## src/rtl/qvr_pkg.sv

```systemverilog
// ----------------------------------------------------------------------------
// qvr_pkg
// Shared widths, types, selection tables and helpers for the quaternion
// vector rotation pipeline.
// ----------------------------------------------------------------------------
package qvr_pkg;

   localparam int QW        = 16;
   localparam int VW        = 32;
   localparam int QNW       = QW + 1;
   localparam int PRODW     = 48;
   localparam int PW        = 49;
   localparam int PLOW      = 25;
   localparam int PHIW      = PW - PLOW;
   localparam int HPRODW    = PHIW + QNW;
   localparam int LPRODW    = PLOW + 1 + QNW;
   localparam int TERMW     = 64;
   localparam int SUMW      = 67;
   localparam int FRAC_DROP = 28;
   localparam int OUTW      = 32;

   localparam int NUM_Q   = 4;
   localparam int NUM_V   = 3;
   localparam int NUM_P   = 4;
   localparam int NUM_T1  = 3;
   localparam int NUM_T2  = 4;
   localparam int NUM_OUT = 3;

   localparam int REQ_DATA_W = NUM_Q * QW + NUM_V * VW;
   localparam int RSP_DATA_W = NUM_OUT * OUTW;

   typedef logic [1:0] qsel_type;
   typedef logic [1:0] vsel_type;

   localparam qsel_type Q_I = 2'd0;
   localparam qsel_type Q_J = 2'd1;
   localparam qsel_type Q_K = 2'd2;
   localparam qsel_type Q_R = 2'd3;

   localparam vsel_type V_X = 2'd0;
   localparam vsel_type V_Y = 2'd1;
   localparam vsel_type V_Z = 2'd2;

   typedef logic signed [QW-1:0]     qcomp_type;
   typedef logic signed [QNW-1:0]    qneg_type;
   typedef logic signed [VW-1:0]     vcomp_type;
   typedef logic signed [PRODW-1:0]  prod_type;
   typedef logic signed [PW-1:0]     pcomp_type;
   typedef logic signed [HPRODW-1:0] hprod_type;
   typedef logic signed [LPRODW-1:0] lprod_type;
   typedef logic signed [TERMW-1:0]  tcomp_type;
   typedef logic signed [SUMW-1:0]   sum_type;
   typedef logic signed [OUTW-1:0]   ocomp_type;

   typedef qcomp_type quat_type [NUM_Q];
   typedef vcomp_type vec_type  [NUM_V];
   typedef pcomp_type pvec_type [NUM_P];
   typedef tcomp_type term_type [NUM_OUT][NUM_T2];
   typedef ocomp_type rvec_type [NUM_OUT];

   // p = q * (v, 0), components in order w, x, y, z
   localparam qsel_type P_QSEL [NUM_P][NUM_T1] = '{
      '{Q_I, Q_J, Q_K},
      '{Q_R, Q_J, Q_K},
      '{Q_R, Q_I, Q_K},
      '{Q_R, Q_I, Q_J}
   };
   localparam vsel_type P_VSEL [NUM_P][NUM_T1] = '{
      '{V_X, V_Y, V_Z},
      '{V_X, V_Z, V_Y},
      '{V_Y, V_Z, V_X},
      '{V_Z, V_Y, V_X}
   };
   localparam logic P_NEG [NUM_P][NUM_T1] = '{
      '{1'b1, 1'b1, 1'b1},
      '{1'b0, 1'b0, 1'b1},
      '{1'b0, 1'b1, 1'b0},
      '{1'b0, 1'b0, 1'b1}
   };

   // vector part of p * conj(q); term n uses p component n (w, x, y, z)
   localparam qsel_type T_QSEL [NUM_OUT][NUM_T2] = '{
      '{Q_I, Q_R, Q_K, Q_J},
      '{Q_J, Q_K, Q_R, Q_I},
      '{Q_K, Q_J, Q_I, Q_R}
   };
   localparam logic T_NEG [NUM_OUT][NUM_T2] = '{
      '{1'b1, 1'b0, 1'b1, 1'b0},
      '{1'b1, 1'b0, 1'b0, 1'b1},
      '{1'b1, 1'b1, 1'b0, 1'b0}
   };

   localparam sum_type ROUND_HALF =
      {{(SUMW - FRAC_DROP){1'b0}}, 1'b1, {(FRAC_DROP - 1){1'b0}}};

   localparam logic [OUTW-1:0] OUT_MAX = {1'b0, {(OUTW - 1){1'b1}}};
   localparam logic [OUTW-1:0] OUT_MIN = {1'b1, {(OUTW - 1){1'b0}}};

   function automatic qneg_type q_pick(input quat_type q, input qsel_type s,
                                       input logic neg);
      qneg_type v;
      v = qneg_type'(q[s]);
      return neg ? -v : v;
   endfunction

endpackage

```

## src/rtl/qvr_rsum.sv

```systemverilog
// ----------------------------------------------------------------------------
// qvr_rsum
// Sum of four terms per component, round to nearest and saturate.
// ----------------------------------------------------------------------------
module qvr_rsum (
   input  logic               clock,
   input  logic               reset,
   input  logic               in_valid,
   output logic               in_ready,
   input  qvr_pkg::term_type  in_term,
   output logic               out_valid,
   input  logic               out_ready,
   output qvr_pkg::rvec_type  out_vec,
   output logic               out_ovf
);

   logic                 v5_ff, v6_ff;
   logic                 en5, en6;
   qvr_pkg::sum_type     pa_ff [qvr_pkg::NUM_OUT];
   qvr_pkg::sum_type     pa_in [qvr_pkg::NUM_OUT];
   qvr_pkg::sum_type     pb_ff [qvr_pkg::NUM_OUT];
   qvr_pkg::sum_type     pb_in [qvr_pkg::NUM_OUT];
   qvr_pkg::rvec_type    res_ff, res_in;
   logic                 ovf_ff, ovf_in;

   assign en6      = !v6_ff || out_ready;
   assign en5      = !v5_ff || en6;
   assign in_ready = en5;

   always_comb begin
      for (int c = 0; c < qvr_pkg::NUM_OUT; c++) begin
         pa_in[c] = qvr_pkg::sum_type'(in_term[c][0]) + qvr_pkg::sum_type'(in_term[c][1])
                  + qvr_pkg::ROUND_HALF;
         pb_in[c] = qvr_pkg::sum_type'(in_term[c][2]) + qvr_pkg::sum_type'(in_term[c][3]);
      end
   end

   always_comb begin
      qvr_pkg::sum_type                                          s;
      logic [qvr_pkg::SUMW-qvr_pkg::FRAC_DROP-qvr_pkg::OUTW:0]    top;
      s      = '0;
      top    = '0;
      ovf_in = 1'b0;
      for (int c = 0; c < qvr_pkg::NUM_OUT; c++) begin
         s   = pa_ff[c] + pb_ff[c];
         top = s[qvr_pkg::SUMW-1:qvr_pkg::FRAC_DROP+qvr_pkg::OUTW-1];
         if ((&top) || !(|top)) begin
            res_in[c] = s[qvr_pkg::FRAC_DROP+qvr_pkg::OUTW-1:qvr_pkg::FRAC_DROP];
         end else begin
            res_in[c] = s[qvr_pkg::SUMW-1] ? qvr_pkg::OUT_MIN : qvr_pkg::OUT_MAX;
            ovf_in    = 1'b1;
         end
      end
   end

   always_ff @(posedge clock) begin
      if (reset) begin
         v5_ff <= 1'b0;
         v6_ff <= 1'b0;
      end else begin
         if (en5) v5_ff <= in_valid;
         if (en6) v6_ff <= v5_ff;
      end
      if (en5) begin
         pa_ff <= pa_in;
         pb_ff <= pb_in;
      end
      if (en6) begin
         res_ff <= res_in;
         ovf_ff <= ovf_in;
      end
   end

   assign out_valid = v6_ff;
   assign out_vec   = res_ff;
   assign out_ovf   = ovf_ff;

endmodule
```

## config.mk

```make
export PLATFORM = sky130hd
export DESIGN_NAME = qvr_rsum
export DESIGN_NICKNAME = d
export VERILOG_FILES = /design/src/rtl/qvr_pkg.sv /design/src/rtl/qvr_rsum.sv
export SDC_FILE = /design/constraint.sdc
export NUM_CORES = 2
export LEC_CHECK = 0
export BUFFER_PORTS_ARGS = -buffer_cell sky130_fd_sc_hd__buf_4
export CORE_AREA = 2 2 343 345
export CTS_BUF_LIST = sky130_fd_sc_hd__clkbuf_16
export CTS_CLUSTER_SIZE = 24
export DETAILED_ROUTE_END_ITERATION = 10
export DIE_AREA = 0 0 345 347
export RECOVER_POWER = 25
export SETUP_SLACK_MARGIN = 0.02
export SLEW_MARGIN = 20
export SYNTH_ARGS = -nofsm -noshare
export SYNTH_HDL_FRONTEND = slang
export SYNTH_SLANG_ARGS = --single-unit
```

## constraint.sdc

```tcl
create_clock -name clock -period 35 [get_ports clock]
set_input_delay 7 -clock clock [delete_from_list [all_inputs] [get_ports clock]]
set_output_delay 7 -clock clock [all_outputs]
set_load 0.01 [all_outputs]
```

==> results.cfg <==
[cells_and_area]
design_area_sq_um = 57800
n_fill_cell = 11000
area_growth_pct = 20.1
fin_nets = 7473
drive_above_1_share_pct = 17.3
fin_cells = 7529

[power_and_ir_drop]
powerDensity_nw_per_um2 = 58.5
power_leakage_nw = 26.9
worst_ir_drop_vdd_uv = 40.9
p_total_mw = 3.38

[synthesis]
synth_edf_count = 490
synthMuxAreaShare_pct = 0.132
avgSynthCellArea_sq_um = 9.39
syn_nets = 6678
synth_warnings = 0
synthAdderAreaFrac_pct = 20.3
yosys.area_share.simple_pct = 11.9
synthFlopType = edfxtp_1
synth_top_family_by_area = compound AO/OA/AOI/OAI gates
synth-compound-area-share_pct = 26.1
syn_area_sq_um = 48200
ys_types = 105
synth-xor-area-share_pct = 8.18
ys_seq_area_share_pct = 30.6
ys_seq_elements = 492
synthArstFlopShare_pct = 0
netlist_instances = 5129

[global_routing]
antenna_found_initial = 64
track_usage_pct = 27.0
grt_pass1_vias = 42500
met1_usage_pct = 34.9
grt_util_met2_pct = 44.6
overflow = 0
grt_first_pass_wirelength_microns = 251000
grt_max_degree = 168
gr-usage-met3_pct = 6.11
grt-busiest-layer = met2

[placement]
routabilityCongestion = 0.939
dpl.hpwl_microns = 141000
port_buffers = 870
placed_cell_area_sq_um = 56100
placed_cells = 7386

[clocking]
numCtsBuffers = 60
cts.clk_slew.worst_paths_ps = 60
cts.path.max_buffers = 3
cts_setup_buffers = 0
cts_root_buffer = clkbuf_16
htree_levels = 2
cts_tree = built
clock-sinks = 492
cts_hold_buffers = 0
insertion_delay_ps = 660
post_cts_resized = 0

[die]
core_sq_um = 116000
die_w_microns = 345
row_count = 125
die-area_sq_um = 120000
chipHeight_microns = 347
floorplan.initialDensity_pct = 41.6
ios = 871

[worst_setup_path]
cp.buffers_inverters = 2
crit_required_ps = 28000
timing.setup.critical_path_class = input pin to output pin
end_kind = output pin
max_stage_delay_ps = 760
worst-path-stages = 4
crit_fanout = 29
crit_path_top_delay_cell = nand2_1
critPathTopFamily = simple AND/OR/NAND/NOR gates
r2r_slack_ps = 27840
critPathLaunchType = input pin
cp_cell_sequence = clkbuf_4 > nor2b_1 > nand2_1 > buf_4
timing.rr.end = out_vec[58]
ff2ff_path_depth = 15
rr_startpoint = pb_ff[85]
arrival_ps = 8580

[route]
dr.pass1.iters = 5
first_iter_violations = 2723
post-route-drc-count = 0
vias = 43400
drtAntennaViolNets = 0
routed_wl_microns = 168000
wire_per_inst_microns = 22.3
vias_per_cell = 5.76

[sta]
setup_violations = 0
setup_tns_ps = 0
fin_crit_sh_pct = 44.5
fmax_ghz = 0.0642
drv_slew = 175
max_slew_margin_pct = -127
grt_setup_unrepaired = false
worst_slew_pin_slew_ps = 3400
period_minus_slack_ps = 15580
final-hold-violation-count = 0
clock_skew_ps = 18.2

[min_path]
worstHoldEndpoint = out_valid
hold_start = v5_ff
hold_class = flip-flop to flip-flop
whs_path_depth = 2

[outcome]
violations = max-capacitance violations, max-slew violations
status = finished, violations left

[flow_run]
cap_violations = 4
==> per-stage QoR <==
| step | util (%) | worst slack [ps] | hold WS [ps] |
|---|---|---|---|
| finish | 50.0 | 19420 | 506 |
| global route | 50.0 | 19330 | 538 |
| CTS | 50.1 | 19870 | 540 |
| detailed placement | 48.4 | 19870 | 534 |
| global placement | 48.4 | 19910 | 528 |
| floorplan | - | 12660 | 463 |
==> sequential cells by signal, summed over array words and instances, names as in the netlist <==
register   cells
pa_ff        198
pb_ff        195
out_vec       96
out_ovf        1
out_valid      1
v5_ff          1
==> placed cells by master (no fill, tap or decap), types with 61 or more instances in the layout <==
cell	count
buf_4	852
ha_1	771
a21oi_1	575
edfxtp_1	490
a21o_1	394
o21ai_0	326
nand2_1	309
xnor2_1	291
nor2_1	260
inv_1	189
xor2_1	159
o21bai_1	115
nand3_1	114
nand4_1	110
nor3_1	79
a31oi_1	67
and3_1	65
clkbuf_16	61
==> power breakdown <==
group / internal (mW) / switching (mW) / leakage (nW) / total (mW)
logic: 0.733 / 1.06 / 20.8 / 1.79
clock network: 0.366 / 0.259 / 0.990 / 0.625
registers: 0.883 / 0.0829 / 5.14 / 0.966
==> cell usage after synthesis, types with 8 or more instances <==
| cell | n | area (sq um) |
|---|---|---|
| ha_1 | 771 | 9650 |
| a21oi_1 | 564 | 2820 |
| edfxtp_1 | 490 | 14700 |
| a21o_1 | 394 | 2960 |
| nand2_1 | 309 | 1160 |
| o21ai_0 | 291 | 1460 |
| xnor2_1 | 291 | 2550 |
| nor2_1 | 260 | 976 |
| inv_1 | 181 | 679 |
| xor2_1 | 159 | 1390 |
| clkbuf_1 | 126 | 473 |
| o21bai_1 | 115 | 863 |
| nand3_1 | 113 | 566 |
| nand4_1 | 110 | 688 |
| nor3_1 | 79 | 395 |
| a31oi_1 | 67 | 419 |
| and3_1 | 65 | 407 |
| o21a_1 | 58 | 435 |
| nand2b_1 | 53 | 332 |
| nor2b_1 | 44 | 275 |
| a211oi_1 | 43 | 323 |
| and2_1 | 41 | 257 |
| o21ai_2 | 33 | 289 |
| o21ai_1 | 31 | 155 |
| o31ai_1 | 31 | 233 |
| a21boi_0 | 25 | 188 |
| o211ai_1 | 25 | 188 |
| nor4_1 | 21 | 131 |
| a21oi_2 | 20 | 175 |
| a41oi_1 | 18 | 158 |
| a211o_1 | 17 | 149 |
| or2_2 | 14 | 87.6 |
| a2111oi_0 | 13 | 114 |
| a31o_2 | 12 | 105 |
| o31a_1 | 12 | 105 |
| or3_1 | 12 | 75.1 |
| and4_1 | 11 | 96.3 |
| a221oi_1 | 10 | 87.6 |
| a221o_1 | 9 | 90.1 |
| o2111ai_1 | 9 | 78.8 |
| or4_1 | 9 | 67.6 |
| o22ai_1 | 8 | 50.1 |
| o41ai_1 | 8 | 70.1 |
==> area by class of cell <==
class	instances	area, sq um	area share (%)
clock inverters	48	425	0.735
repair buffers	879	6570	11.4
diodes	34	85.1	0.147
well taps	1524	1910	3.30
inverters	181	681	1.18
flip-flops and latches	492	14800	25.5
multi-input cells	4310	31900	55.1
clock buffers	61	1530	2.64
==> how the worst max path moves through the flow <==
stage                     slack [ps]        to  startpoint
after CTS                      19870  in_ready   out_ready
final                          19420  in_ready   out_ready
after global placement         19910  in_ready   out_ready
after global routing           19330  in_ready   out_ready
after floorplan                12660  in_ready   out_ready
after detailed placement       19870  in_ready   out_ready
==> routing by layer <==
metal | routed length, microns | share of wire, % | up-vias
met3 | 12200 | 7.3 | 256
met1 | 72900 | 43 | 20500
li1 | - | - | 21300
met2 | 77500 | 46 | 1358
met4 | 4550 | 2.7 | 60
met5 | 383 | 0.23 | -
==> tightest hold or removal path: cells and delay by family, from the launching register on <==
family | cells | cell delay (ps)
flip-flops | 1 | 320
AND/OR/NAND/NOR | 2 | 140
==> logic make-up (layout without fill, tap and decap cells) <==
kind of cell | Yosys count | count (layout)
AO/OA/AOI/OAI | 1910 | 1910
XOR/XNOR | 450 | 450
adder cells (fa/ha/maj) | 777 | 777
buffers and inverters | 327 | 1169
flip-flops | 492 | 492
multiplexers | 6 | 6
other | 0 | 34
AND/OR/NAND/NOR | 1167 | 1167
(Power assumes the default switching activity.)
